<file path="config.mk">
export PLATFORM = sky130hd
export DESIGN_NAME = tea_round_cell
export DESIGN_NICKNAME = d
export VERILOG_FILES = /design/src/design/tea_pkg.sv /design/src/design/tea_round_cell.sv
export SDC_FILE = /design/constraint.sdc
export NUM_CORES = 1
export LEC_CHECK = 0
export BUFFER_PORTS_ARGS = -buffer_cell sky130_fd_sc_hd__buf_2
export CORE_ASPECT_RATIO = 2
export CORE_MARGIN = 3
export CORE_UTILIZATION = 43
export DETAILED_ROUTE_END_ITERATION = 10
export GPL_ROUTABILITY_DRIVEN = 0
export HOLD_SLACK_MARGIN = 0.12
export PLACE_DENSITY = 0.65
export SLEW_MARGIN = 20
export SYNTH_ARGS = -nofsm -noshare
export SYNTH_HDL_FRONTEND = slang
export SYNTH_SLANG_ARGS = --single-unit
export TNS_END_PERCENT = 50
</file>
<file path="constraint.sdc">
create_clock -name clk -period 0.9 [get_ports clk]
set_input_delay 0.045 -clock clk [delete_from_list [all_inputs] [get_ports clk]]
set_output_delay 0.045 -clock clk [all_outputs]
set_load 0.05 [all_outputs]
</file>
<file path="src/design/tea_pkg.sv">
package tea_pkg;

	localparam int          ROUNDS_DEFAULT = 32;
	localparam logic [31:0] TEA_DELTA      = 32'h9E37_79B9;
	localparam int          WORD_W         = 32;
	localparam int          KEY_WORDS      = 4;
	localparam int          CFG_INDEX_W    = 3;

	typedef enum logic [CFG_INDEX_W-1:0] {
		KEY_WORD0 = 3'd0,
		KEY_WORD1 = 3'd1,
		KEY_WORD2 = 3'd2,
		KEY_WORD3 = 3'd3
	} cfg_reg_t;

	typedef logic [KEY_WORDS-1:0][WORD_W-1:0] key_t;

	typedef struct packed {
		logic              mode;
		logic [WORD_W-1:0] block_left;
		logic [WORD_W-1:0] block_right;
	} in_t;

	typedef struct packed {
		logic [WORD_W-1:0] result_left;
		logic [WORD_W-1:0] result_right;
	} out_t;

	typedef struct packed {
		logic              valid;
		logic              mode;
		logic [WORD_W-1:0] left;
		logic [WORD_W-1:0] right;
	} stage_t;

endpackage

</file>
<file path="src/design/tea_round_cell.sv">
module tea_round_cell #(
	parameter int ROUNDS = tea_pkg::ROUNDS_DEFAULT,
	parameter int STEP   = 0
) (
	input  logic           clk,
	input  logic           arst_n,
	input  tea_pkg::key_t   key,
	input  tea_pkg::stage_t stage_in,
	output tea_pkg::stage_t stage_out
);
	import tea_pkg::*;

	localparam int          ROUND   = STEP / 2;
	localparam bit          FIRST   = (STEP % 2) == 0;
	localparam logic [31:0] SUM_ENC = 32'(TEA_DELTA * 32'(ROUND + 1));
	localparam logic [31:0] SUM_DEC = 32'(TEA_DELTA * 32'(ROUNDS - ROUND));

	logic              to_left;
	logic [WORD_W-1:0] src;
	logic [WORD_W-1:0] dst;
	logic [WORD_W-1:0] ka;
	logic [WORD_W-1:0] kb;
	logic [WORD_W-1:0] sum;
	logic [WORD_W-1:0] mix;
	logic [WORD_W-1:0] upd;
	logic              valid_q;
	logic              mode_q;
	logic [WORD_W-1:0] left_q;
	logic [WORD_W-1:0] right_q;

	// Each cell is one half of a round. Encryption updates the left half first,
	// decryption undoes the right half first.
	always_comb begin
		to_left = FIRST ^ stage_in.mode;
		src     = to_left ? stage_in.right : stage_in.left;
		dst     = to_left ? stage_in.left : stage_in.right;
		ka      = to_left ? key[0] : key[2];
		kb      = to_left ? key[1] : key[3];
		sum     = stage_in.mode ? SUM_DEC : SUM_ENC;
		mix     = ((src << 4) + ka) ^ (src + sum) ^ ((src >> 5) + kb);
		upd     = stage_in.mode ? (dst - mix) : (dst + mix);
	end

	always_ff @(posedge clk or negedge arst_n) begin
		if (!arst_n) begin
			valid_q <= 1'b0;
		end else begin
			valid_q <= stage_in.valid;
		end
	end

	always_ff @(posedge clk) begin
		mode_q  <= stage_in.mode;
		left_q  <= to_left ? upd : stage_in.left;
		right_q <= to_left ? stage_in.right : upd;
	end

	assign stage_out = {valid_q, mode_q, left_q, right_q};

endmodule

</file>
==> results by group, run 1 <==
Yosys
  • Yosys warnings: 0
  • Synth Net Count: 1605
  • EDFF count, synth: 0
  • Mapped Area: between 10000 and 15000 um^2
  • Predominant post-synthesis flop cell: dfxtp_1
  • Fraction of the yosys area taken by sequential cells: 0.126
  • Top cells by area, synth: dfxtp_1 12%, xnor2_1 12%, ha_1 11%
  • Yosys top cell area share: 0.124
  • Post-synth cell types: 95
  • Yosys reg bits: 66
  • Cell accounting for the most synthesized area: dfxtp_1
  • Synth Area per Inst: 8.03 um^2
  • Asr flop ratio synth: 0.0152
  • Mapped Cells: 1311

Timing
  • Worst endpoint from the post-global-route timing repair: right_q[30]$_DFF_P_/D
  • Worst ep type: register input

Clock network
  • # clock sinks: 66
  • Clock buffer depth: 2
  • TritonCTS Buffers: 9
  • Clock root buffer: clkbuf_16
  • H-tree Lvls: 3

Outcome
  • Tool error: [ERROR GRT-0232] Routing congestion too high. Check the congestion heatmap in the GUI.
  • Last stage: global routing
  • Status: did not finish

GRT
  • Total Routing Usage GR: 0.456
  • Largest net degree at the start of global routing: 63
  • Global route overflow: 1

Die
  • # rows: 80
  • Initial Util: 0.438
  • Top-Level Pins: 262
  • Die X: 117 um
  • DIE HEIGHT: 227 um

Place
  • PortBufs: 261
  • Setup WS pre-CTS: -5.16 ns
  • Dpl hpwl: 37300 um
-- through the flow --
step	util	setup TNS, ns	cell area [um^2]	instances
after floorplan	-	-284.63	10700	1311
after global placement	0.655	-248.35	15700	2294
after detailed placement	0.655	-253.57	15700	2294
after CTS	0.741	-219.69	17800	2379
-- cells by family after synthesis --
group                    count (synthesis)  synth area share
AO/OA/AOI/OAI                          397             0.251
XOR/XNOR                               205             0.179
adder cells (fa/ha/maj)                 98             0.119
multiplexers                           111             0.117
AND/OR/NAND/NOR                        359             0.176
flip-flops                              66             0.126
buffers and inverters                   75            0.0330
-- synthesized netlist by cell type, types with 6 or more instances --
| cell | number |
|---|---|
| and3_1 | 13 |
| clkbuf_1 | 27 |
| nand3_1 | 21 |
| a21oi_1 | 96 |
| nand2_1 | 108 |
| mux2_2 | 93 |
| nor3b_1 | 8 |
| o31ai_1 | 8 |
| dfxtp_1 | 65 |
| xor2_1 | 57 |
| o21bai_1 | 16 |
| nor2b_1 | 15 |
| o211ai_1 | 9 |
| o21ai_0 | 101 |
| o21a_1 | 16 |
| a221oi_1 | 7 |
| a31oi_1 | 25 |
| nor2_1 | 90 |
| nor4_1 | 7 |
| nand4_1 | 7 |
| a21boi_0 | 6 |
| ha_1 | 95 |
| buf_6 | 6 |
| inv_1 | 32 |
| nand2b_1 | 18 |
| nor3_1 | 19 |
| a211oi_1 | 16 |
| or2_2 | 9 |
| or3_1 | 6 |
| xnor2_1 | 141 |
| mux2i_1 | 18 |
| and4_1 | 6 |
| and2_1 | 7 |
| xnor3_1 | 6 |
| a21o_1 | 30 |
-- per-layer routing --
layer  global-route usage  GRT overflow
met4                0.482             1
met2                0.731             0
met1                0.393             0
met3                0.201             0
met5               0.0610             0
-- repair_timing --
item	4_1_cts
pin swaps	105
gates resized for setup	264
setup endpoints to repair	130
hold buffers	23
gates cloned	1
buffers inserted	66
hold endpoints to repair	45
==> inputs of run 2 (changes only) <==
--- a/config.mk
+++ b/config.mk
@@ -6,13 +6,11 @@
 export NUM_CORES = 1
 export LEC_CHECK = 0
 export BUFFER_PORTS_ARGS = -buffer_cell sky130_fd_sc_hd__buf_2
-export CORE_ASPECT_RATIO = 2
 export CORE_MARGIN = 3
-export CORE_UTILIZATION = 43
+export CORE_UTILIZATION = 28
 export DETAILED_ROUTE_END_ITERATION = 10
 export GPL_ROUTABILITY_DRIVEN = 0
-export HOLD_SLACK_MARGIN = 0.12
-export PLACE_DENSITY = 0.65
+export PLACE_DENSITY_LB_ADDON = 0.15
 export SLEW_MARGIN = 20
 export SYNTH_ARGS = -nofsm -noshare
 export SYNTH_HDL_FRONTEND = slang
==> results by group, run 2 <==
Yosys
  • Synth Area in XOR/XNOR: 0.179
  • Synth Area per Inst: 8.03 um^2
  • Predominant post-synthesis flop cell: dfxtp_1
  • Yosys reg bits: 66
  • Area share of fa/ha/maj cells after synthesis: 0.119
  • Yosys top cell area share: 0.124
  • Mapped Area: 10500 um^2
  • Post-synth cell types: between 90 and 100
  • EDFF count, synth: 0
  • Top cells by area, synth: dfxtp_1 12%, xnor2_1 12%, ha_1 11%
  • Most instantiated cells after synthesis: 141 x xnor2_1, 108 x nand2_1, 101 x o21ai_0, 96 x a21oi_1, 95 x ha_1
  • Complex-gate fraction of the synthesized area: 0.251
  • Main combinational cell family by area after synthesis: compound AO/OA/AOI/OAI gates
  • Synth Net Count: ~1.6k
  • Mux cell area share after synthesis: 0.117
  • Asr flop ratio synth: 0.0152
  • Synth Area in Simple Gates: 0.176
  • Fraction of the yosys area taken by sequential cells: 0.126
  • Most common cell in the synthesized netlist: xnor2_1
  • Cell accounting for the most synthesized area: dfxtp_1
  • Yosys warnings: 0
  • Mapped Cells: roughly 1.3k

Power and ir drop
  • Switching pwr: 27.7 mW
  • Switching share of power: 0.467
  • Worst IR Drop VDD: 0.00142 V
  • P_int: 31.7 mW
  • Combinational power share: 0.854
  • Sequential share of power: 0.087
  • Clock Power Share: 0.060
  • Pleak: 8.55 nW
  • Power density cells: 3220 nW/um^2

GRT
  • Initial antenna violation count: 0
  • Total Routing Usage GR: 0.206
  • Largest net degree at the start of global routing: 56
  • First-pass GRT wire length: 64700 um
  • Global route overflow: 0
  • Vias in the first global route: 12.0k

Place
  • Dpl hpwl: 36600 um
  • Placed Area: 16100 um^2
  • Setup WS pre-CTS: -5.25 ns
  • PortBufs: 261

Cells and area
  • Fraction of layout cells with a size suffix above 1: 0.541
  • Most frequent cells in the layout: 509 x buf_4, 194 x buf_2, 117 x xnor2_1, 99 x nand2_1, 88 x mux2_2
  • Layout area overhead: 75.1%
  • Antenna diodes: 0
  • Design area: 18400 um^2
  • Layout Nets: around 2.4k
  • Regs by FF count: left_q x32, right_q x32
  • Filler Cell Count: approximately 3.5k
  • Most common cell after layout, fill and taps aside: buf_4

Clock network
  • Clock transition at the registers of the reported paths: 0.06 ns
  • CTS tree: built
  • # hold bufs at CTS: 6
  • Clock root buffer: clkbuf_16
  • # clock sinks: 66
  • Clock buffer depth: 2
  • H-tree Lvls: 3
  • TritonCTS Buffers: 9

Drt
  • Vias after detailed routing: 12.5k
  • DRC violations left: 0
  • DRT Pass-1 Iters: 6
  • DR vias/cell: 4.83
  • Initial DRC count: 571
  • Number of routed nets with antenna violations: 0
  • Drt wl/cell: 16.8 um
  • Post-Route WL: roughly 43000 um

Setup path
  • WS Path Type: in2reg
  • WP data arrival: 5.80 ns
  • Startpoint types: primary input
  • Slowest cell on the critical path: fa_2
  • Crit-path max cell delay: 0.58 ns
  • Crit path max fanout: 7
  • Critical path required time: between 1 and 1.5 ns
  • Family with the most delay on the worst path: compound AO/OA/AOI/OAI gates
  • Critical path buffers and inverters: 4
  • CP endpoint kind: register

Outcome
  • Status: finished with violations
  • Failing checks: negative hold slack, negative setup slack

Timing
  • RSZ-0062 raised after global routing: yes
  • Max-slew violations: 0
  • Slew margin rel.: 0.601
  • Hold WS: -0.0512 ns
  • Final min period: roughly 5.6 ns
  • Worst setup margin: -4.68 ns
  • Fmax: between 150 and 200 MHz
  • Final setup fails: between 60 and 70
  • Count of final hold-check violations: 5
  • Measured slew at the worst slew-check pin: 0.592 ns
  • Final cycle utilization of the critical path: 6.20

Die
  • DIE HEIGHT: ~200 um
  • Core ar.: 36900 um^2
  • Initial Util: 0.286
  • Die area: between 30000 and 40000 um^2
  • Die X: around 200 um
  • # rows: 70
  • Top-Level Pins: about 260

Min path
  • Hold/Removal Path Class: in2reg

Job
  • Max-Cap Viols: 0
==> run 2: cells by family after synthesis <==
| family | count (synthesis) |
|---|---|
| adder cells (fa/ha/maj) | 98 |
| XOR/XNOR | 205 |
| multiplexers | 111 |
| buffers and inverters | 75 |
| AND/OR/NAND/NOR | 359 |
| flip-flops | 66 |
| AO/OA/AOI/OAI | 397 |
==> run 2: final cells by class <==
cell class,count,area [um^2],area share
sequential,66,1340,0.0728
clock inverter,6,65.1,0.00353
multi-input combinational,1170,10200,0.554
inverter,33,126,0.00685
tap,504,631,0.0342
timing repair buffer,789,5820,0.316
clock buffer,10,239,0.0130
==> run 2: through the flow <==
step	TNS (ns)	power (mW)	hold WS, ns	std cells	utilization
2_1_floorplan	-284.63	28.8	-0.251	1311	-
3_3_place_gp	-251.74	43.1	-0.180	2514	0.435
3_5_place_dp	-255.11	43.4	-0.177	2514	0.435
4_1_cts	-224.32	53.2	-0.0621	2559	0.472
5_1_grt	-236.06	63.0	-0.0313	2578	0.500
6_report	-226.72	59.4	-0.0512	2578	0.500
==> run 2: timing repair <==
item,CTS,global route
buffers inserted,26,24
pin swaps,98,104
setup endpoints to repair,130,125
gates cloned,0,0
gates resized for setup,210,273
endpoints found under the hold margin,16,2
==> run 2: final timing paths <==
check | start | endpoint | slack, ns | depth (start not counted)
max | stage_in[64] | right_q[30] | -4.68 | 28
min | stage_in[60] | left_q[28] | -0.05 | 3
max in group asynchronous | arst_n | valid_q | 0.26 | 3
min in group asynchronous | arst_n | valid_q | 0.53 | 3
==> run 2: power by group through the flow <==
stage | sequential [mW] | combinational [mW] | clock [mW]
floorplan | 10.1 | 18.7 | 0
global placement | 4.92 | 38.2 | 0
detailed placement | 4.93 | 38.5 | 0
CTS | 4.92 | 44.6 | 3.65
global route | 5.28 | 54.0 | 3.75
finish | 5.15 | 50.7 | 3.55
==> run 2: metal layers <==
metal	wire length (um)	up-vias	global-route usage	share of wire
met1	22300	5813	0.318	0.51
met4	486	0	0.0354	0.011
met5	0	-	0	0
li1	-	6332	-	-
met3	1960	24	0.0191	0.045
met2	18700	282	0.314	0.43
Power figures use the tool's default switching activity.
==> inputs of run 3 (changes only) <==
--- a/config.mk
+++ b/config.mk
@@ -11,6 +11,8 @@
 export DETAILED_ROUTE_END_ITERATION = 10
 export GPL_ROUTABILITY_DRIVEN = 0
 export PLACE_DENSITY_LB_ADDON = 0.15
+export REMOVE_ABC_BUFFERS = 1
+export SETUP_SLACK_MARGIN = 0.2
 export SLEW_MARGIN = 20
 export SYNTH_ARGS = -nofsm -noshare
 export SYNTH_HDL_FRONTEND = slang
==> results by group, run 3 (same netlist as run 2, synthesis figures left out) <==
Outcome
  • Status: finished with violations
  • Failing checks: negative hold slack, negative setup slack

GRT
  • Largest net degree at the start of global routing: 29
  • First-pass GRT wire length: 68100 um
  • Vias in the first global route: 12.4k
  • Global route overflow: 0
  • Initial antenna violation count: 0
  • Total Routing Usage GR: 0.220

Timing
  • Slew margin rel.: 0.658
  • Final cycle utilization of the critical path: 6.30
  • RSZ-0062 raised after global routing: yes
  • Measured slew at the worst slew-check pin: between 0.5 and 0.6 ns
  • Count of final hold-check violations: 17
  • Fmax: 176 MHz
  • Hold WS: -0.0715 ns
  • Final setup fails: ~120
  • Worst setup margin: -4.77 ns
  • Final min period: approximately 5.7 ns
  • Max-slew violations: 0

Setup path
  • Startpoint types: primary input
  • WP data arrival: 5.91 ns
  • Critical path required time: 1.14 ns
  • CP endpoint kind: register
  • Crit path max fanout: 8
  • WS Path Type: in2reg

Clock network
  • CTS tree: built
  • H-tree Lvls: 3
  • Clock buffer depth: 2
  • # clock sinks: 66
  • # hold bufs at CTS: 9
  • Clock root buffer: clkbuf_16
  • Clock transition at the registers of the reported paths: 0.06 ns
  • TritonCTS Buffers: 9

Cells and area
  • Non-filler instance count after layout: 2595
  • Layout Nets: around 2.4k
  • Antenna diodes: 0
  • Final core occ: 0.500
  • Fraction of layout cells with a size suffix above 1: 0.548
  • Most frequent cells in the layout: 504 x buf_4, 245 x buf_2, 113 x xnor2_1, 102 x nand2_1, 85 x mux2_2
  • Layout area overhead: 75.2%
  • Most common cell after layout, fill and taps aside: buf_4
  • Regs by FF count: left_q x32, right_q x32
  • Design area: 18400 um^2

Drt
  • Initial DRC count: 724
  • Number of routed nets with antenna violations: 0
  • Drt wl/cell: around 17 um
  • DRT Pass-1 Iters: 5
  • Vias after detailed routing: between 10k and 15k
  • DRC violations left: 0
  • Post-Route WL: between 40000 and 50000 um
  • DR vias/cell: around 4.9

Power and ir drop
  • Power density cells: 3130 nW/um^2
  • Worst IR Drop VDD: 0.00129 V
  • Pleak: 8.61 nW
  • Power, Total: just under 60 mW

Place
  • PortBufs: ~260
  • Post-placement cell count: 2524
  • Placed Area: 16000 um^2
  • Dpl hpwl: about 38000 um

Die
  • Top-Level Pins: 262
  • # rows: 70
  • Die area: 40000 um^2
  • DIE HEIGHT: 200 um
  • Die X: between 150 and 200 um
  • Initial Util: 0.286
  • Core ar.: approximately 37000 um^2

Min path
  • Worst hold path stage count: 3
  • Hold/Removal Path Class: in2reg

Job
  • Max-Cap Viols: 0
-- run 3: through the flow --
stage,worst slack [ns],hold WS (ns),setup TNS (ns)
finish,-4.77,-0.0715,-220.77
global route,-4.93,-0.0616,-231.57
CTS,-4.71,-0.0884,-215.65
detailed placement,-5.87,-0.180,-267.34
global placement,-5.76,-0.181,-265.61
floorplan,-5.26,-0.251,-248.43
-- run 3: cell type report --
| class | count | area (um^2) |
|---|---|---|
| Sequential cell | 66 | 1350 |
| Multi-Input combinational cell | 1170 | 10200 |
| Clock inverter | 5 | 77.6 |
| Inverter | 33 | 124 |
| Clock buffer | 11 | 243 |
| Fill cell | 3606 | 18400 |
| Timing Repair Buffer | 806 | 5800 |
| Tap cell | 504 | 631 |
-- run 3: report_power, final --
part           total, mW  internal (mW)  switching [mW]
logic               48.7           23.2            25.5
registers           5.00           4.57           0.430
clock network       3.97           2.49            1.48
-- run 3: what timing repair did --
| item | 4_1_cts | 5_1_grt |
|---|---|---|
| buffers inserted | 25 | 20 |
| gates resized for setup | 241 | 151 |
| endpoints found under the hold margin | 27 | 16 |
| pin swaps | 82 | 88 |
| endpoints found under the setup margin | 130 | 130 |
| cloned | 1 | 0 |
-- run 3: routing by layer --
metal  GRT usage  vias to the layer above  routed length [um]
li1            -                     6376                   -
met1       0.334                     6059               22900
met2       0.337                      307               19800
met3      0.0198                       36                2060
met4      0.0442                        0                 621
met5           0                        -                   0
-- run 3: path summary, 6_finish.rpt --
| path | slack (ns) | to | startpoint |
|---|---|---|---|
| setup / recovery | -4.77 | right_q[30] | stage_in[64] |
| hold / removal | -0.07 | left_q[27] | stage_in[59] |
| max in group asynchronous | 0.28 | valid_q | arst_n |
| min in group asynchronous | 0.51 | valid_q | arst_n |
-- run 3: critical path: stages --
cell,delay (ns)
buf_16,0.13
mux2i_4,0.29
inv_2,0.09
ha_4,0.17
fa_2,0.40
a21o_4,0.24
a221oi_4,0.26
buf_4,0.16
o21ba_4,0.13
o21a_1,0.17
xnor3_1,0.45
nand4b_4,0.22
nor4b_4,0.38
nor2_1,0.11
xnor2_1,0.22
ha_1,0.31
buf_6,0.15
a221oi_4,0.29
o21ai_1,0.09
a22o_1,0.27
o41a_1,0.35
a41o_1,0.31
o41ai_2,0.28
xor2_1,0.26
mux2i_1,0.10
